<file path="config.mk">
export PLATFORM = sky130hd
export DESIGN_NAME = v3an_sqrt_cell
export DESIGN_NICKNAME = d
export VERILOG_FILES = /design/src/sv/v3an_pkg.sv /design/src/sv/v3an_sqrt_cell.sv
export SDC_FILE = /design/constraint.sdc
export NUM_CORES = 1
export LEC_CHECK = 0
export BUFFER_PORTS_ARGS = -buffer_cell sky130_fd_sc_hd__buf_4
export CAP_MARGIN = 20
export CELL_PAD_IN_SITES_DETAIL_PLACEMENT = 1
export CELL_PAD_IN_SITES_GLOBAL_PLACEMENT = 1
export CORE_MARGIN = 4
export CORE_UTILIZATION = 31
export DETAILED_ROUTE_END_ITERATION = 10
export MAX_ROUTING_LAYER = met4
export PLACE_DENSITY = 0.75
export SYNTH_ARGS = -nofsm -noshare
export SYNTH_HDL_FRONTEND = slang
export SYNTH_SLANG_ARGS = --single-unit
</file>
<file path="constraint.sdc">
create_clock -name i_clk -period 3.3 [get_ports i_clk]
set_clock_uncertainty 0.05 [all_clocks]
set_input_delay 0.66 -clock i_clk [delete_from_list [all_inputs] [get_ports i_clk]]
set_output_delay 0.66 -clock i_clk [all_outputs]
set_load 0.01 [all_outputs]
</file>
<file path="src/sv/v3an_pkg.sv">
// ----------------------------------------------------------------------------
// v3an_pkg: shared types and defaults of the vector ALU
// Mode codes, default widths and the control word that travels with each
// transaction down the pipeline.
// ----------------------------------------------------------------------------
package v3an_pkg;

    localparam int COMP_WIDTH_DEF = 32;
    localparam int FRAC_BITS_DEF  = 16;

    typedef enum logic [2:0] {
        MODE_MUL = 3'd0,
        MODE_DIV = 3'd1,
        MODE_ADD = 3'd2,
        MODE_SUB = 3'd3,
        MODE_NRM = 3'd4
    } t_mode;

    // Control word carried alongside the data of one transaction.
    typedef struct packed {
        logic       valid;
        logic [2:0] mode;
        logic [2:0] neg;    // sign of each result component
        logic [2:0] bzero;  // component of B is zero
        logic       azero;  // vector A is all zero
        logic       qsat;   // saturation from multiply, add or subtract
    } t_ctl;

endpackage

</file>
<file path="src/sv/v3an_sqrt_cell.sv">
// ----------------------------------------------------------------------------
// v3an_sqrt_cell: one bit of the pipelined square root
// Decides root bit B from the running remainder and passes the transaction on.
// ----------------------------------------------------------------------------
module v3an_sqrt_cell #(
    parameter int W  = 32,
    parameter int B  = 0,
    parameter int PW = 32
) (
    input  logic                  i_clk,
    input  logic                  i_rst_n,
    input  v3an_pkg::t_ctl        i_ctl,
    input  logic [PW-1:0]         i_pay,
    input  logic [2*W-1:0]        i_rem,
    input  logic [W-1:0]          i_root,
    output v3an_pkg::t_ctl        o_ctl,
    output logic [PW-1:0]         o_pay,
    output logic [2*W-1:0]        o_rem,
    output logic [W-1:0]          o_root
);
    import v3an_pkg::*;

    t_ctl           r_ctl;
    logic [PW-1:0]  r_pay;
    logic [2*W-1:0] r_rem;
    logic [W-1:0]   r_root;
    logic [2*W-1:0] w_trial;
    logic [2*W-1:0] n_rem;
    logic [W-1:0]   n_root;

    // (root + 2^B)^2 - root^2 = root * 2^(B+1) + 2^(2B)
    assign w_trial = ({{W{1'b0}}, i_root} << (B + 1)) + ((2*W)'(1) << (2 * B));

    always_comb begin
        if (w_trial <= i_rem) begin
            n_rem  = i_rem - w_trial;
            n_root = i_root | (W'(1) << B);
        end else begin
            n_rem  = i_rem;
            n_root = i_root;
        end
    end

    always_ff @(posedge i_clk) begin
        if (!i_rst_n) begin
            r_ctl <= '0;
        end else begin
            r_ctl <= i_ctl;
        end
        r_pay  <= i_pay;
        r_rem  <= n_rem;
        r_root <= n_root;
    end

    assign o_ctl  = r_ctl;
    assign o_pay  = r_pay;
    assign o_rem  = r_rem;
    assign o_root = r_root;

endmodule

</file>
Yosys cells after proc, flatten, opt, wreduce, memory -nomap -nowiden
Cells that the tools add are included.
- register bits after elaboration: 140
- output and inout port bits: 140
- add/sub/neg operators: 2
- order comparisons: 1
- muxes and demuxes: 1
- operators with widths (kind ; number):
    less-or-equal comparator 34 x 64 -> 1 bit ; 1
    two-way mux 64 bit ; 1
    subtractor 64 x 34 -> 64 bit ; 1
    adder 33 x 1 -> 34 bit (second input constant) ; 1

Longest topological paths before layout
- word-level depth: 3
- gate-level depth with buffers: 12

Worst setup path after synthesis
No wires, ideal clock.
- path kind: in2reg
- start: input i_root[3]
- end: register r_rem[63] (netlist: o_rem[63])
- arrival time: 2989 ps
- required time: 3132 ps
- slack: 142 ps
- cell stages on the path: 12
- path buffers: 2
- cells stage by stage: inv_1 -> ha_1 -> clkbuf_1 -> nand3_1 -> o211ai_1 -> a221oi_2 -> o21a_1 -> o21a_1 -> o41a_1 -> buf_2 -> and4bb_1 -> xor2_1
- longest elaborated chain between the ends: 3
- elaborated cells between the ends (all ways): 4
- classes of those cells: 2 x add/sub; 1 x order compare; 1 x mux
- RTL lines (element ; RTL line ; source):
    start: declaration ; v3an_sqrt_cell.sv:15 ; input logic [W-1:0] i_root,
    adder 33 x 1 -> 34 bit (*) ; v3an_sqrt_cell.sv:32 ; assign w_trial = ({{W{1'b0}}, i_root} << (B + 1)) + ((2*W)'(1) << (2 * B));
    subtractor 64 x 34 -> 64 bit / less-or-equal comparator 34 x 64 -> 1 bit (equally long branches) ; v3an_sqrt_cell.sv:36, v3an_sqrt_cell.sv:35 ;
    two-way mux 64 bit (*) ; v3an_sqrt_cell.sv:35 ; if (w_trial <= i_rem) begin
    via n_rem[63] ; v3an_sqrt_cell.sv:28 ; logic [2*W-1:0] n_rem;
    end signal: assignment ; v3an_sqrt_cell.sv:51 ; r_rem <= n_rem;
    end: declaration ; v3an_sqrt_cell.sv:25 ; logic [2*W-1:0] r_rem;
Mark *: on every way through the listed nets, which the timed path passes. The rest lies on a longest branch.
A chain may end at the register's enable or synchronous reset.

Worst setup path in the final report
- start: input i_root[0]
- end: register r_rem[35] (netlist: o_rem[35])
The elaborated chain is that of the path after synthesis.

==> flow_metrics.py <==
metrics = {
    "die": {
        "die_area_sq_mm": 0.0221,
        "fp.coreArea_sq_mm": 0.0195,
        "num_rows": 51,
        "io_pins": 282,
        "initial_utilization_pct": 31.6,
        "die_w_um": 149,
        "die_h_um": 149,
    },
    "logic_synthesis": {
        "synth_seq_cells": 140,
        "ys.flop_type": "dfxtp_1",
        "netlist_area_sq_mm": 0.00614,
        "syn-num-nets": 824,
        "synthCells": 648,
        "synth.distinct_cells": 62,
        "synth_edf_count": 0,
        "syn_area_per_cell_sq_um": 9.48,
        "synth_warnings": 0,
        "ys_async_sr_fraction_pct": 0,
        "seq_area_frac_synth_pct": 45.6,
    },
    "clock_network": {
        "cts.repair.resized": 0,
        "cts_sinks": 140,
        "post_cts_buffers": 0,
        "numCtsBuffers": 17,
        "clockBufferDepth": 2,
        "root_buffer": "clkbuf_16",
        "clkTransAtPathRegs_ns": 0.07,
        "hold_buffers": 0,
        "cts_max_level": 4,
        "tritoncts": "yes",
    },
    "pwr": {
        "p_int_mw": 3.53,
        "p_leak_nw": 4.55,
        "p_comb_share_pct": 23.3,
        "peakVddDrop_mv": 0.368,
        "power.density_mw_per_mm2": 522,
        "p_total_mw": 4.98,
        "seqPwrFrac_pct": 38.2,
        "p_clk_share_pct": 38.4,
        "swShare_pct": 29.2,
        "p_sw_mw": 1.45,
    },
    "setup_path": {
        "crit_family": "compound AO/OA/AOI/OAI gates",
        "required_ns": 3.57,
        "start_kind": "primary input",
        "worst_path_max_delay_cell": "a221oi_2",
        "max_stage_delay_ns": 0.40,
        "worstSetupPathType": "in2reg",
        "path_buf_inv": 3,
        "path_max_fanout": 3,
        "end_kind": "flop",
        "crit_chain": "buf_4, inv_1, ha_1, a21oi_1, o211ai_1, a221oi_2, o21ai_0, a31oi_1, o211ai_1, buf_4, xnor2_1",
        "cp.arrival_ns": 3.28,
    },
    "grt": {
        "grt_pass1_wl_um": 34600,
        "antenna_found_initial": 0,
        "grt_usage_pct": 20.5,
        "overflow": 0,
        "grt_pass1_vias": 6554,
        "grt_max_degree": 18,
    },
    "timing": {
        "min_period_ns": 3.01,
        "worst_pin_slew_ns": 0.513,
        "min_period_over_period_pct": 91.1,
        "timing_hold_violations_final": 0,
        "rsz0062_at_grt": "no",
        "maxSlewHeadroom_pct": 64.9,
        "holdWs_ns": 0.279,
        "slew_viol_final": 0,
        "tns_ns": 0,
        "setup_viol": 0,
        "fmax_ghz": 0.333,
    },
    "placed_design": {
        "portBuffers": 281,
        "placedCellCount": 1238,
        "hpwl_um": 18400,
        "gp_congestion": 0.884,
    },
    "route": {
        "via_per_inst": 4.75,
        "vias": 6034,
        "post_drt_wl_per_cell_um": 17.7,
        "drt_pre_antenna_iters": 4,
        "initialDrtViolationCount": 170,
        "drtAntennaViolNets": 0,
        "drc": 0,
        "finalWirelength_um": 22500,
    },
    "layout": {
        "area_delta_synth_final_pct": 55.4,
        "fin_cells": 1270,
        "fin_util_pct": 49.1,
        "fin_nets": 1168,
        "diodes": 0,
        "drive_gt1_share_pct": 39.9,
    },
    "outcome": {
        "status": "complete, no violations",
    },
    "job": {
        "drv_cap": 0,
    },
    "hold_path": {
        "min_path_type": "in2reg",
    },
}
[cells by family (layout without fill, tap and decap cells)]
| family | Yosys count | in the layout | synth area share [%] |
|---|---|---|---|
| simple gates | 210 | 210 | 18.4 |
| flops | 140 | 140 | 45.6 |
| compound gates | 132 | 132 | 13.6 |
| xor+xnor | 63 | 63 | 8.98 |
| buf+inv | 60 | 417 | 4.22 |
| fa+ha+maj | 34 | 34 | 7.05 |
| mux | 9 | 9 | 2.14 |
[flip-flops by register name (all words and copies together) (netlist names)]
register,cells
o_pay,32
o_ctl,12
o_rem,64
o_root,32
[stage by stage]
| stage | setup slack (ns) | instance area, sq um |
|---|---|---|
| 3_3_place_gp | -0.161 | 8970 |
| 2_1_floorplan | 0.142 | 6140 |
| 5_1_grt | 0.155 | 9550 |
| 6_report | 0.293 | 9550 |
| 4_1_cts | 0.294 | 9550 |
| 3_5_place_dp | -0.155 | 8970 |
[metal layers]
metal  track usage [%]  vias to the layer above  routed length [um]
met5                 -                        -                   0
met4              5.95                        0                 344
met3              4.77                       25                1350
met2              36.3                      205               11600
met1              23.1                     2854                9210
li1                  -                     2950                   -
[worst paths after layout]
check / from / end / slack (ns) / cells after the start
worst max-delay path: i_root[0] / o_rem[35]$_DFF_P_ / 0.29 / 11
worst min-delay path: i_pay[12] / o_pay[12]$_DFF_P_ / 0.28 / 1
[cell usage in the layout, fill, tap and decap left out, types with 5 or more instances in the layout]
master / synthesis / layout
a211oi_1: 5 / 5
a21o_1: 11 / 11
a21oi_1: 55 / 55
a31oi_1: 6 / 6
and2_1: 17 / 17
and3_1: 6 / 6
buf_4: 0 / 344
clkbuf_16: 0 / 17
dfxtp_1: 140 / 140
ha_1: 33 / 33
inv_1: 40 / 40
mux2_4: 8 / 8
nand2_1: 29 / 29
nand2b_1: 7 / 7
nand3_1: 13 / 13
nand4_1: 18 / 18
nor2_1: 58 / 58
nor3_1: 15 / 15
nor4_1: 9 / 9
o211ai_1: 5 / 5
o21ai_0: 21 / 21
o21bai_1: 5 / 5
or2_2: 5 / 5
or3_1: 11 / 11
xnor2_1: 35 / 35
xor2_1: 28 / 28
[Yosys cell counts, types with 3 or more instances]
| cell type | count | area, sq um |
|---|---|---|
| inv_1 | 40 | 150 |
| nand4b_1 | 3 | 26.3 |
| nor4_1 | 9 | 56.3 |
| o21bai_1 | 5 | 37.5 |
| o211ai_1 | 5 | 37.5 |
| xor2_1 | 28 | 245 |
| or3_1 | 11 | 68.8 |
| and3_1 | 6 | 37.5 |
| or2_2 | 5 | 31.3 |
| o21ai_0 | 21 | 105 |
| o21a_1 | 3 | 22.5 |
| a21oi_1 | 55 | 275 |
| xnor2_1 | 35 | 307 |
| dfxtp_1 | 140 | 2800 |
| or4_1 | 3 | 22.5 |
| nand3_1 | 13 | 65.1 |
| a21o_1 | 11 | 82.6 |
| nand2b_1 | 7 | 43.8 |
| mux2_4 | 8 | 120 |
| nor3_1 | 15 | 75.1 |
| nand2_1 | 29 | 109 |
| buf_6 | 3 | 33.8 |
| a31oi_1 | 6 | 37.5 |
| ha_1 | 33 | 413 |
| clkbuf_1 | 8 | 30.0 |
| nand4_1 | 18 | 113 |
| buf_2 | 9 | 45.0 |
| o31ai_1 | 3 | 22.5 |
| nor2_1 | 58 | 218 |
| a211oi_1 | 5 | 37.5 |
| and2_1 | 17 | 106 |
[power by group through the flow]
stage | clock network, mW | registers (mW) | logic [mW]
floorplan | 0 | 2.02 | 0.443
global placement | 0 | 1.94 | 1.14
detailed placement | 0 | 1.94 | 1.17
CTS | 1.97 | 1.91 | 1.18
global route | 2.04 | 1.92 | 1.26
finish | 1.91 | 1.90 | 1.16
[layout make-up]
| cell class | count | area (sq um) |
|---|---|---|
| timing repair buffer | 345 | 2600 |
| multi-input combinational | 448 | 3080 |
| sequential | 140 | 2800 |
| tap | 265 | 332 |
| inverter | 40 | 150 |
| clock inverter | 14 | 149 |
| clock buffer | 18 | 429 |
| fill | 2270 | 9920 |
Note: power is estimated with default switching activity, not from simulation.
