File: config.mk
export PLATFORM = sky130hd
export DESIGN_NAME = v3an_div_cell
export DESIGN_NICKNAME = d
export VERILOG_FILES = /design/src/sv/v3an_pkg.sv /design/src/sv/v3an_div_cell.sv
export SDC_FILE = /design/constraint.sdc
export NUM_CORES = 1
export LEC_CHECK = 0
export BUFFER_PORTS_ARGS = -buffer_cell sky130_fd_sc_hd__buf_2
export CAP_MARGIN = 20
export CORE_AREA = 2 2 404 406
export CTS_BUF_LIST = sky130_fd_sc_hd__clkbuf_8
export DETAILED_ROUTE_END_ITERATION = 10
export DIE_AREA = 0 0 406 408
export PLACE_DENSITY = 0.37
export SYNTH_ARGS = -nofsm -noshare
export SYNTH_HDL_FRONTEND = slang
export SYNTH_SLANG_ARGS = --single-unit
File: constraint.sdc
create_clock -name i_clk -period 8.8 [get_ports i_clk]
set_input_delay 1.76 -clock i_clk [delete_from_list [all_inputs] [get_ports i_clk]]
set_output_delay 1.76 -clock i_clk [all_outputs]
set_load 0.01 [all_outputs]
File: src/sv/v3an_pkg.sv
// ----------------------------------------------------------------------------
// v3an_pkg: shared types and defaults of the vector ALU
// Mode codes, default widths and the control word that travels with each
// transaction down the pipeline.
// ----------------------------------------------------------------------------
package v3an_pkg;

    localparam int COMP_WIDTH_DEF = 32;
    localparam int FRAC_BITS_DEF  = 16;

    typedef enum logic [2:0] {
        MODE_MUL = 3'd0,
        MODE_DIV = 3'd1,
        MODE_ADD = 3'd2,
        MODE_SUB = 3'd3,
        MODE_NRM = 3'd4
    } t_mode;

    // Control word carried alongside the data of one transaction.
    typedef struct packed {
        logic       valid;
        logic [2:0] mode;
        logic [2:0] neg;    // sign of each result component
        logic [2:0] bzero;  // component of B is zero
        logic       azero;  // vector A is all zero
        logic       qsat;   // saturation from multiply, add or subtract
    } t_ctl;

endpackage

File: src/sv/v3an_div_cell.sv
// ----------------------------------------------------------------------------
// v3an_div_cell: one quotient bit of three restoring dividers
// Produces quotient bit B for each component and passes the transaction on.
// ----------------------------------------------------------------------------
module v3an_div_cell #(
    parameter int W  = 32,
    parameter int QW = 48,
    parameter int B  = 0,
    parameter int PW = 32
) (
    input  logic                  i_clk,
    input  logic                  i_rst_n,
    input  v3an_pkg::t_ctl        i_ctl,
    input  logic [PW-1:0]         i_pay,
    input  logic [2:0][QW-1:0]    i_num,
    input  logic [2:0][W-1:0]     i_den,
    input  logic [2:0][W-1:0]     i_rem,
    input  logic [2:0][QW-1:0]    i_quo,
    output v3an_pkg::t_ctl        o_ctl,
    output logic [PW-1:0]         o_pay,
    output logic [2:0][QW-1:0]    o_num,
    output logic [2:0][W-1:0]     o_den,
    output logic [2:0][W-1:0]     o_rem,
    output logic [2:0][QW-1:0]    o_quo
);
    import v3an_pkg::*;

    t_ctl                r_ctl;
    logic [PW-1:0]       r_pay;
    logic [2:0][QW-1:0]  r_num;
    logic [2:0][W-1:0]   r_den;
    logic [2:0][W-1:0]   r_rem;
    logic [2:0][QW-1:0]  r_quo;
    logic [2:0][W-1:0]   n_rem;
    logic [2:0][QW-1:0]  n_quo;
    logic [W:0]          w_sh;

    always_comb begin
        w_sh = '0;
        for (int k = 0; k < 3; k++) begin
            w_sh = {i_rem[k], i_num[k][B]};
            if (w_sh >= {1'b0, i_den[k]}) begin
                n_rem[k] = W'(w_sh - {1'b0, i_den[k]});
                n_quo[k] = i_quo[k] | (QW'(1) << B);
            end else begin
                n_rem[k] = w_sh[W-1:0];
                n_quo[k] = i_quo[k];
            end
        end
    end

    always_ff @(posedge i_clk) begin
        if (!i_rst_n) begin
            r_ctl <= '0;
        end else begin
            r_ctl <= i_ctl;
        end
        r_pay <= i_pay;
        r_num <= i_num;
        r_den <= i_den;
        r_rem <= n_rem;
        r_quo <= n_quo;
    end

    assign o_ctl = r_ctl;
    assign o_pay = r_pay;
    assign o_num = r_num;
    assign o_den = r_den;
    assign o_rem = r_rem;
    assign o_quo = r_quo;

endmodule

---- Word-level counts from Yosys, hierarchy flattened ----
Index checks and enable logic that the tools add are counted.
storage, ports and cells
  output and inout port bits .............. 524
  register bits after elaboration ......... 524
  input port bits ......................... 526
  word-level logic and storage cells ...... 31
cells by class
  add/subtract/negate cells ............... 3
  mux-type cells .......................... 3
  order comparisons ....................... 3
operator list
  cell                                          number
  greater-or-equal comparator 33 x 32 -> 1 bit  3
  two-way mux 32 bit                            3
  subtractor 32 bit                             3

---- Longest topological paths before layout ----
Gate-level depths: netlist of run 1.
  depth in word-level cells ............... 2
  mapped depth ............................ 13
  mapped depth without buffers ............ 11

---- Worst setup path after synthesis of run 1 ----
Ideal clock, no wire load.
  path type ............................... input to register
  from .................................... input port i_den[42] in the netlist's numbering
  to ...................................... register r_rem, in the netlist o_rem[36]
  library setup time ...................... 0.121 ns
  required time ........................... 8.679 ns
  arrival ................................. 4.101 ns
  cell stages on the path ................. 12
  buffers on the path ..................... 2
  path slack .............................. 4.578 ns
  path through ............................ inv_1 > ha_1 > nand3_2 > or4_1 > a21o_1 > a21oi_2 > o311ai_1 > a21o_1 > o21a_1 > buf_6 > buf_12 > mux2_4
RTL lines
  what                  RTL line             RTL
  from (decl)           v3an_div_cell.sv:16  input logic [2:0][W-1:0] i_den,
  to (signal assigned)  v3an_div_cell.sv:61  r_rem <= n_rem;
  to (decl)             v3an_div_cell.sv:32  logic [2:0][W-1:0] r_rem;

==> results of run 1 <==
placed cells by master (no fill, tap or decap), drive strengths merged, types with 19 or more instances in the layout:
master / netlist / final
buf: 12 / 1053
dfxtp: 524 / 524
inv: 123 / 155
clkbuf: 27 / 127
a21oi: 99 / 99
ha: 96 / 96
nand2: 94 / 94
o21ai: 78 / 78
nor2: 55 / 55
mux2: 55 / 55
a21o: 51 / 51
xnor2: 46 / 46
nand3: 29 / 29
xor2: 25 / 25
nor3: 23 / 23
and2: 22 / 22
nand4: 19 / 19
power groups by stage:
| stage | Clock [mW] | Combinational [mW] | Sequential, mW |
|---|---|---|---|
| floorplan | 0 | 0.467 | 2.79 |
| global placement | 0 | 1.20 | 2.72 |
| detailed placement | 0 | 1.20 | 2.72 |
| CTS | 3.07 | 1.21 | 2.68 |
| global route | 3.16 | 1.28 | 2.69 |
| finish | 2.92 | 1.18 | 2.67 |
sequential cells by signal, indices dropped and copies added, names as in the netlist:
| signal | count |
|---|---|
| o_quo | 144 |
| o_num | 144 |
| o_rem | 96 |
| o_pay | 32 |
| o_den | 96 |
| o_ctl | 12 |
final cells by class:
| cell class | instances | area, um2 |
|---|---|---|
| inverters | 123 | 462 |
| repair buffers | 1053 | 5280 |
| diodes | 13 | 32.5 |
| fillers | 18355 | 134000 |
| clock buffers | 127 | 1750 |
| clock inverters | 65 | 661 |
| flip-flops and latches | 524 | 10500 |
| multi-input cells | 887 | 6450 |
| well taps | 2175 | 2720 |
stage by stage:
| step | total power, mW | util |
|---|---|---|
| finish | 6.77 | 0.172 |
| global route | 7.13 | 0.172 |
| floorplan | 3.26 | - |
| detailed placement | 3.92 | 0.157 |
| CTS | 6.96 | 0.172 |
| global placement | 3.93 | 0.157 |
worst max-delay path, stage by stage:
cell and delay (ps):
buf_2 90, inv_1 40, ha_1 350, nand3_1 280, o21bai_1 310, nand2_1 260
a211oi_1 170, or2_2 370, o211a_1 320, a21oi_4 420, buf_4 420, mux2_2 380
final timing paths:
path	from	to	slack [ps]
setup / recovery	i_den[67]	o_rem[79]$_DFF_P_	4300
hold / removal	i_num[94]	o_num[94]$_DFF_P_	1020
metal layers:
metal | share of wire | wire length, um | vias to the layer above | GRT usage
met5 | 0.0020 | 236 | - | 0
met4 | 0.055 | 6610 | 38 | 0.0638
met3 | 0.11 | 12800 | 328 | 0.0604
met2 | 0.49 | 58400 | 1041 | 0.243
met1 | 0.35 | 42100 | 7803 | 0.143
li1 | - | - | 7698 | -
cell families (layout without fill, tap and decap cells):
family,Yosys count,count (layout)
buffers and inverters,162,1368
XOR/XNOR,71,71
flip-flops,524,524
AND/OR/NAND/NOR,312,312
multiplexers,64,64
AO/OA/AOI/OAI,341,341
adder cells (fa/ha/maj),99,99
other,0,13
==> summary.txt, run 1 <==
Yosys
  • Post-synth EDFFs: 0
  • Largest area contributor in the netlist: dfxtp_1
  • Syn_nets: 2198
  • Largest family of logic cells by synthesized area: compound AO/OA/AOI/OAI gates
  • Synth Area in XOR/XNOR: 0.0354
  • Post-synth top area share: 0.596
  • Cell area after synthesis: 0.0176 mm2
  • Synth Register Bits: 524
  • Post-synthesis cell count: 1573
  • Synth unique cells: 65
  • Post-synth ARST share: 0
  • Mux cell area share after synthesis: 0.0459
  • Sequential area share after synthesis: 0.596
  • Area contributors post-synth: dfxtp_1 60%, ha_1 6.8%, a21oi_1 2.8%
  • Avg Inst Size Synth: 11.2 um2
  • Ys Warns: 0
  • Post-synthesis adder-cell area fraction: 0.0717
  • Post-synth top cells: 524 x dfxtp_1, 123 x inv_1, 98 x a21oi_1
  • Ys flop type: dfxtp_1
  • Top-count cell post-synth: dfxtp_1
  • Simple-Gate Fraction of Synth Area: 0.0881
  • Post-synthesis compound-gate area fraction: 0.125

Clock tree
  • Max H-tree Level: 3
  • Cts bufs inserted: 105
  • Max Buffers Root-to-Sink: 3
  • Sink Count: 524
  • Reg clk slew, reported paths: 60 ps
  • Root buf cell: clkbuf_8
  • Post-CTS Hold Buffers: 0
  • Setup Buffers After CTS: 0
  • CTS tree: built
  • Post-CTS sizing: 0

Placement
  • Placed cells: 4762
  • Global placement routability congestion: 0.927
  • Post-place setup slack: 3540 ps
  • PortBufs: 1049
  • Post-detail-place hpwl: 105000 um
  • Placed instance area: 0.0254 mm2

Worst setup path
  • CP max FO: 23
  • Crit Path Class: input port to flop
  • Worst Path Arrival: 5210 ps
  • CP required: 9510 ps
  • Critical Path Source Type: input port
  • Crit. End Element: flop

Route
  • Via-per-instance ratio: 3.40
  • Initial DRC count: 996
  • Vias: 16908
  • Final ANT Viol Nets: 0
  • TritonRoute pass-1 iters: 6
  • Routed WL: 120000 um
  • Drt wl/cell: 24.2 um
  • Drt drc: 0

Global route
  • Grt ovf: 0
  • First-pass GRT wire length: 153000 um
  • Largest net degree at the start of global routing: 31
  • Initial antenna violation count: 120
  • Total track usage: 0.139
  • Vias in the first global route: 16790

Power and ir drop
  • Power Dens Cells: 243 mW/mm2
  • Clock share of power: 0.431
  • Switching Fraction: 0.301
  • Comb pwr share: 0.174
  • Power Internal: 4.73 mW
  • Net Switching: 2.04 mW
  • Max VDD drop: 183 uV
  • Reg power frac: 0.395
  • Leakage: 13.4 nW

Die
  • # IOs: 1050
  • DIE WIDTH: 406 um
  • Die Ht: 408 um
  • Core region area: 0.162 mm2
  • Die footprint: 0.166 mm2
  • Num rows: 148
  • Initial core utilization: 0.109

Timing
  • Post-route setup slack: 4300 ps
  • TNS Setup: 0 ps
  • Worst Hold Margin: 1020 ps
  • Setup violators final: 0
  • Final Hold Viols: 0
  • RSZ-0062 raised after global routing: false
  • Crit path time final: 4500 ps
  • Slew headroom: 0.456
  • Achievable frequency: 0.222 GHz
  • Final number of max-transition violations: 0
  • Tcrit/Tclk final: 0.511
  • Actual slew at the worst max-slew pin: 809 ps

Worst hold path
  • Hold WC Path Type: input port to flop
  • Hold Path Depth: 1

Final layout
  • Area Growth Syn to Fin: 58.3%
  • Cell area after layout: 0.0278 mm2
  • Share of cells above drive strength 1: 0.463
  • Fin cells: 4967
  • Nets: 3319

Status
  • Status: finished clean

Run
  • Max Cap Viol: 0
(Power assumes the default switching activity.)
==> run 2, diff against run 1 <==
--- a/config.mk
+++ b/config.mk
@@ -5,13 +5,14 @@
 export SDC_FILE = /design/constraint.sdc
 export NUM_CORES = 1
 export LEC_CHECK = 0
+export ABC_AREA = 1
 export BUFFER_PORTS_ARGS = -buffer_cell sky130_fd_sc_hd__buf_2
 export CAP_MARGIN = 20
-export CORE_AREA = 2 2 404 406
+export CORE_AREA = 2 2 408 410
 export CTS_BUF_LIST = sky130_fd_sc_hd__clkbuf_8
 export DETAILED_ROUTE_END_ITERATION = 10
-export DIE_AREA = 0 0 406 408
-export PLACE_DENSITY = 0.37
+export DIE_AREA = 0 0 410 412
+export PLACE_DENSITY = 0.39
 export SYNTH_ARGS = -nofsm -noshare
 export SYNTH_HDL_FRONTEND = slang
 export SYNTH_SLANG_ARGS = --single-unit
==> constraint.sdc (replaced) <==
create_clock -name i_clk -period 4 [get_ports i_clk]
set_input_delay 0.8 -clock i_clk [delete_from_list [all_inputs] [get_ports i_clk]]
set_output_delay 0.8 -clock i_clk [all_outputs]
set_load 0.01 [all_outputs]
==> run 2 against run 1 <==
  * Power rose by 120%
  * Sequential share of layout area fell by 6.5 points
  * Clock-buffer cell count did not move
  * Combinational power rose by 140%
  * Non-clock buffer count rose by 365
  * Sequential power rose by 120%
  * Critical path type unchanged
  * Largest power group unchanged
==> summary.txt, run 2 <==
Die
  • Core region area: 0.164 mm2 (+1.6%)
  • DIE WIDTH: 410 um (+0.99%)
  • Die footprint: 0.169 mm2 (+2.0%)
  • Num rows: 149 (+0.68%)
  • Die Ht: 412 um (+0.98%)
  • Initial core utilization: 0.121 (+0.0121)
  • # IOs: 1050 (unchanged)

Yosys
  • Largest area contributor in the netlist: dfxtp_1
  • Avg Inst Size Synth: 7.91 um2 (-29%)
  • Ys flop type: dfxtp_1
  • Post-synth ARST share: 0 (unchanged)
  • Post-synth EDFFs: 0 (unchanged)
  • Cell area after synthesis: 0.0199 mm2 (+13%)
  • Post-synthesis cell count: 2512 (+60%)
  • Ys Warns: 0 (unchanged)
  • Top-count cell post-synth: nand2_1
  • Sequential area share after synthesis: 0.528 (-0.0682)
  • Post-synth top area share: 0.528 (-0.0682)
  • Synth unique cells: 30 (-54%)
  • Area contributors post-synth: dfxtp_1 53%, nand2_1 17%, inv_1 8.9%
  • Synth Register Bits: 524 (unchanged)
  • Syn_nets: 3137 (+43%)
  • Post-synth top cells: 904 x nand2_1, 524 x dfxtp_1, 469 x inv_1

Placement
  • Global placement routability congestion: 0.856 (-7.6%)
  • PortBufs: 1049 (unchanged)
  • Post-detail-place hpwl: 99800 um (-4.8%)
  • Placed instance area: 0.0276 mm2 (+8.8%)

Timing
  • Tcrit/Tclk final: 0.753
  • Setup violators final: 0 (unchanged)
  • Crit path time final: 3010 ps
  • Final number of max-transition violations: 0 (unchanged)
  • Final Hold Viols: 0 (unchanged)
  • Slew headroom: 0.650 (+0.194)
  • Achievable frequency: 0.332 GHz
  • Actual slew at the worst max-slew pin: 525 ps (-284 ps)
  • RSZ-0062 raised after global routing: false
  • TNS Setup: 0 ps (unchanged)

Worst setup path
  • Worst Path Arrival: 3730 ps (-1480 ps)
  • Critical Path, Cell by Cell: dlygate4sd3_1, buf_2, inv_1, ha_1, nand2_1, nor2_1, nand3_1, nor2_1, nand2_1, nand2_1, nor2_2, nand2_4, or2_1
  • CP max FO: 35 (+52%)
  • CP required: 4710 ps (-4800 ps)
  • Crit Path Class: input port to flop
  • Crit. End Element: flop
  • CP peak stage delay: 580 ps (+160 ps)
  • Slowest CP cell: dlygate4sd3_1
  • Most used cell, CP: nand2_1
  • Worst Path Buf+Inv: 3 (unchanged)
  • Critical Path Source Type: input port
  • Delay-heaviest family, CP: simple AND/OR/NAND/NOR gates

Final layout
  • Area Growth Syn to Fin: 69.6%
  • Nets: 4636 (+40%)
  • FF+latch area: 0.0105 mm2 (unchanged)
  • Area of the multi-input gates: 0.00735 mm2 (+14%)
  • Most common library cell in the layout ignoring fill and taps: buf_2
  • Cell area after layout: 0.0337 mm2 (+21%)
  • Share of cells above drive strength 1: 0.310 (-0.153)
  • Fillers: 18344 (-0.060%)
  • Commonest non-fill, non-tap cells in the layout: 1049 x buf_2, 904 x nand2_1, 524 x dfxtp_1

Power and ir drop
  • Design Power: 14.9 mW (+120%)
  • Power Internal: 10.3 mW (+120%)
  • Comb pwr share: 0.194 (+0.020)
  • Leakage: 17.9 nW (+33%)
  • Net Switching: 4.60 mW (+130%)
  • Max VDD drop: 266 uV (+46%)
  • Clock share of power: 0.414 (-0.017)
  • Reg power frac: 0.391 (-0.004)
  • Power Dens Cells: 442 mW/mm2 (+82%)
  • Switching Fraction: 0.309 (+0.00792)

Status
  • Status: finished clean

Route
  • Final ANT Viol Nets: 0 (unchanged)
  • Routed WL: 117000 um (-2.4%)
  • Drt wl/cell: 18.6 um (-23%)
  • Max layer used: met5
  • Initial DRC count: 1053 (+5.7%)
  • Drt drc: 0 (unchanged)
  • Via-per-instance ratio: 3.37 (-0.94%)
  • Met1 Routed Length: 48500 um (+15%)
  • Met2 routed WL: 55600 um (-4.7%)
  • TritonRoute pass-1 iters: 5 (-1)
  • Vias: 21241 (+26%)
  • Met3 Wirelength: 9700 um (-24%)

Clock tree
  • Post-CTS sizing: 0 (unchanged)
  • Reg clk slew, reported paths: 60 ps (about the same)
  • Root buf cell: clkbuf_8
  • Cts bufs inserted: 104 (-0.95%)
  • CTS tree: built
  • Max H-tree Level: 3 (unchanged)
  • Sink Count: 524 (unchanged)
  • Max Buffers Root-to-Sink: 3 (unchanged)

Worst hold path
  • Hold WC Path Type: input port to flop

Global route
  • Initial antenna violation count: 70 (-42%)
  • Grt ovf: 0 (unchanged)
  • Largest net degree at the start of global routing: 37 (+19%)
  • Vias in the first global route: 21374 (+27%)
  • Total track usage: 0.132 (-0.00718)
  • First-pass GRT wire length: 157000 um (+2.6%)

Run
  • Max Cap Viol: 0 (unchanged)
## run 2: cell types whose count changed after synthesis, sizes merged, moves of 26 or more
cell,change
o21ai,-72
inv,+353
clkbuf,-26
xnor2,-43
mux2,-55
a21o,-47
nand3,+110
nand2,+827
nor2,+70
a21oi,-39
nand3b,+28
## run 2: power by group through the flow
stage	sequential, mW	combinational [mW]	clock (mW)
after detailed placement	5.94	2.63	0
after CTS	5.84	2.96	6.47
after floorplan	6.09	1.09	0
final	5.82	2.89	6.16
after global routing	5.86	3.19	6.68
after global placement	5.95	2.63	0
## run 2: final timing paths
check	cells past startpoint	end	slack (ps)	startpoint
worst max-delay path	13	o_quo[48]$_SDFF_PP1_	990	i_den[39]
worst min-delay path	1	o_den[88]$_DFF_P_	130	i_den[88]
## run 2: layout make-up
cell class              count  area share
diodes                     19     0.00141
clock buffers             127      0.0519
clock inverters            59      0.0167
inverters                 476      0.0532
multi-input cells        1487       0.218
flip-flops and latches    524       0.312
well taps                2189      0.0813
repair buffers           1418       0.265
## run 2: per-stage QoR
stage | std cells | utilization | hold slack (ps) | worst slack (ps)
5_1_grt | 6291 | 0.205 | 13.0 | 829
6_report | 6299 | 0.205 | 128 | 987
3_3_place_gp | 5727 | 0.168 | 902 | 749
3_5_place_dp | 5727 | 0.168 | 904 | 703
4_1_cts | 6280 | 0.205 | 0.267 | 1080
2_1_floorplan | 2512 | - | 828 | 1720
## run 2: cell families (layout without fill, tap and decap cells)
logic type | count (synthesis) | in the layout | synth area share
compound gates | 71 | 71 | 0.0185
xor+xnor | 43 | 43 | 0.0190
fa+ha+maj | 99 | 99 | 0.0635
buf+inv | 501 | 2080 | 0.101
flops | 524 | 524 | 0.528
other cells | 0 | 19 | 0
simple gates | 1274 | 1274 | 0.269
## run 2: repair_timing
action / 4_1_cts / 5_1_grt
hold endpoints to repair: 367 / 0
buffers inserted: 0 / 0
hold buffers: 367 / 0
## run 2: layer usage
metal  up-vias  GRT usage
met3       204     0.0492
met2       827      0.223
li1      10565          -
met1      9589      0.155
met4        56     0.0394
met5         -          0
==> run 3, diff against run 2 <==
--- a/config.mk
+++ b/config.mk
@@ -8,11 +8,11 @@
 export ABC_AREA = 1
 export BUFFER_PORTS_ARGS = -buffer_cell sky130_fd_sc_hd__buf_2
 export CAP_MARGIN = 20
-export CORE_AREA = 2 2 408 410
+export CORE_AREA = 2 2 409 411
 export CTS_BUF_LIST = sky130_fd_sc_hd__clkbuf_8
 export DETAILED_ROUTE_END_ITERATION = 10
-export DIE_AREA = 0 0 410 412
-export PLACE_DENSITY = 0.39
+export DIE_AREA = 0 0 411 413
+export PLACE_DENSITY = 0.38
 export SYNTH_ARGS = -nofsm -noshare
 export SYNTH_HDL_FRONTEND = slang
 export SYNTH_SLANG_ARGS = --single-unit
==> constraint.sdc (replaced) <==
create_clock -name i_clk -period 3.15 [get_ports i_clk]
set_input_delay 0.63 -clock i_clk [delete_from_list [all_inputs] [get_ports i_clk]]
set_output_delay 0.63 -clock i_clk [all_outputs]
set_load 0.01 [all_outputs]
==> run 3 against run 2 <==
  * Combinational power grew 34%
  * Clock power rose by 35%
  * Power increased by 32%
  * Critical path depth up 2
  * Largest cell class is now buffers
  * Clock-buffer cell count shrank 6
  * First-iteration DRC count is 0.19% higher
  * Utilization grew 0.89 points
  * Worst setup slack worse by 420 ps
  * Highest routed layer unchanged
  * Cell count is 2.8% higher
==> summary.txt, run 3 (synthesis gave the netlist of run 2 again) <==
Status
  • Status: finished clean

Power and ir drop
  • Switching Fraction: 0.309 (about the same)
  • Power Internal: 13.5 mW (+32%)
  • Max VDD drop: 330 uV (+24%)
  • Reg power frac: 0.378 (-0.013)
  • Leakage: 18.7 nW (+4.3%)
  • Net Switching: 6.06 mW (+32%)
  • Comb pwr share: 0.198 (+0.004)
  • Power Dens Cells: 552 mW/mm2 (+25%)
  • Clock share of power: 0.424 (+0.010)

Route
  • Met3 Wirelength: 9970 um (+2.8%)
  • Vias: 22028 (+3.7%)
  • Initial DRC count: 1055 (+0.19%)
  • Drt drc: 0 (unchanged)
  • Met2 routed WL: 58600 um (+5.5%)
  • Routed WL: 119000 um (+1.5%)
  • Final ANT Viol Nets: 0 (unchanged)
  • Met1 Routed Length: 47200 um (-2.7%)
  • TritonRoute pass-1 iters: 5 (unchanged)
  • Drt wl/cell: 18.4 um (-1.3%)
  • Via-per-instance ratio: 3.40 (+0.84%)
  • Max layer used: met5

Global route
  • Grt ovf: 0 (unchanged)
  • Initial antenna violation count: 57 (-19%)
  • Largest net degree at the start of global routing: 35 (-5.4%)
  • Vias in the first global route: 22078 (+3.3%)
  • Total track usage: 0.132 (+0.000242)
  • First-pass GRT wire length: 158000 um (+0.60%)

Timing
  • Setup violators final: 0 (unchanged)
  • Final Hold Viols: 0 (unchanged)
  • TNS Setup: 0 ps (unchanged)
  • Actual slew at the worst max-slew pin: 410 ps (-115 ps)
  • Achievable frequency: 0.388 GHz
  • Slew headroom: 0.727 (+0.0772)
  • Final number of max-transition violations: 0 (unchanged)
  • Worst Hold Margin: 137 ps (+9.39 ps)
  • Crit path time final: 2580 ps
  • Tcrit/Tclk final: 0.819
  • RSZ-0062 raised after global routing: false

Worst setup path
  • Critical Path Source Type: input port
  • Slowest CP cell: dlygate4sd3_1
  • CP peak stage delay: 520 ps (-60 ps)
  • Worst Path Arrival: 3360 ps (-370 ps)
  • Delay-heaviest family, CP: buffers and inverters
  • CP required: 3930 ps (-780 ps)
  • CP max FO: 30 (-14%)
  • Crit. End Element: flop
  • Crit Path Class: input port to flop
  • Critical Path, Cell by Cell: dlygate4sd3_1, buf_2, inv_1, ha_1, nand2_2, inv_1, nand2_1, nand3_1, a21oi_1, nand2_1, nor2_2, nand2_8, inv_4, nand2_1, nand2_1
  • Worst Path Buf+Inv: 5 (+2)
  • Most used cell, CP: nand2_1

Final layout
  • Share of cells above drive strength 1: 0.301 (-0.00923)
  • Nets: 4803 (+3.6%)
  • Most common library cell in the layout ignoring fill and taps: buf_2
  • FF+latch area: 0.0105 mm2 (unchanged)
  • Commonest non-fill, non-tap cells in the layout: 1049 x buf_2, 904 x nand2_1, 527 x dlygate4sd3_1
  • Area of the multi-input gates: 0.00735 mm2 (unchanged)
  • Area Growth Syn to Fin: 78.7%
  • Fillers: 18654 (+1.7%)
  • Cell area after layout: 0.0355 mm2 (+5.4%)

Placement
  • PortBufs: 1049 (unchanged)
  • Placed instance area: 0.0277 mm2 (+0.33%)
  • Global placement routability congestion: 0.868 (+1.5%)
  • Post-detail-place hpwl: 99700 um (-0.12%)

Die
  • # IOs: 1050 (unchanged)
  • Num rows: 150 (+0.67%)
  • Core region area: 0.166 mm2 (+1.0%)
  • Initial core utilization: 0.120 (-0.00121)
  • Die footprint: 0.170 mm2 (+0.49%)
  • DIE WIDTH: 411 um (+0.24%)
  • Die Ht: 413 um (+0.24%)

Worst hold path
  • HP Start: i_rem[20]
  • Hold Path Depth: 3 (+2)
  • Hold WC Path Type: input port to flop
  • WHS Endpoint: o_rem[21]$_DFF_P_

Clock tree
  • Max Buffers Root-to-Sink: 3 (unchanged)
  • Cts bufs inserted: 103 (-0.96%)
  • Reg clk slew, reported paths: 70 ps (about the same)
  • Root buf cell: clkbuf_8
  • CTS tree: built
  • Sink Count: 524 (unchanged)
  • Max H-tree Level: 3 (unchanged)

Run
  • Max Cap Viol: 0 (unchanged)
==> run 3: cell count changes in the layout (fill, tap and decap cells not counted), sizes merged <==
cell         before   now
inv             502   500
clkbuf          127   121
buf            1051  1059
clkinvlp          7     6
dlygate4sd3     367   527
diode            19    11
bufinv            9    14
clkinv           17    25
==> run 3: area by class of cell <==
cell class	count	area share
Timing Repair Buffer	1586	0.299
Sequential cell	524	0.296
Tap cell	2204	0.0777
Clock buffer	121	0.0469
Inverter	476	0.0505
Antenna cell	11	0.000776
Multi-Input combinational cell	1487	0.207
Clock inverter	69	0.0222
==> run 3: what timing repair did <==
item                                   in CTS  in global routing
buffers inserted                            0                  0
endpoints found under the hold margin     518                  0
gates resized for setup                     0                  0
hold buffers                              527                  0
==> run 3: worst max-delay path by stage <==
stage / start / endpoint / slack [ps] / cells after the start
floorplan: i_num[96] / o_rem[88]$_DFF_P_ / 1040 / 13
global placement: i_den[27] / o_rem[21]$_DFF_P_ / 230 / 14
detailed placement: i_den[27] / o_rem[28]$_DFF_P_ / 240 / 14
CTS: o_den[47]$_DFF_P_ / o_den[47] / 690 / 1
global route: i_rem[51] / o_rem[32]$_DFF_P_ / 450 / 14
finish: i_den[27] / o_rem[28]$_DFF_P_ / 570 / 15
==> run 3: power groups by stage <==
| stage | clock [mW] | combinational (mW) | sequential, mW |
|---|---|---|---|
| floorplan | 0 | 1.38 | 7.74 |
| CTS | 8.72 | 3.97 | 7.42 |
| global placement | 0 | 3.37 | 7.56 |
| finish | 8.30 | 3.88 | 7.40 |
| global route | 8.95 | 4.28 | 7.44 |
| detailed placement | 0 | 3.37 | 7.55 |
==> run 3: metal layers <==
metal	up-vias	track usage
met5	-	0
met4	18	0.0440
met3	188	0.0414
met2	916	0.232
met1	10021	0.151
li1	10885	-
==> run 3: tightest hold or removal path, delay by kind of cell <==
kind	cells	cell delay, ps
buf+inv	1	120
simple gates	2	200
==> run 3: per-stage QoR <==
stage	cells	setup slack, ps	utilization	total power, mW
5_1_grt	6475	453	0.214	20.7
3_3_place_gp	5750	235	0.167	10.9
4_1_cts	6467	693	0.214	20.1
2_1_floorplan	2512	1040	-	9.12
3_5_place_dp	5750	236	0.167	10.9
6_report	6478	569	0.214	19.6
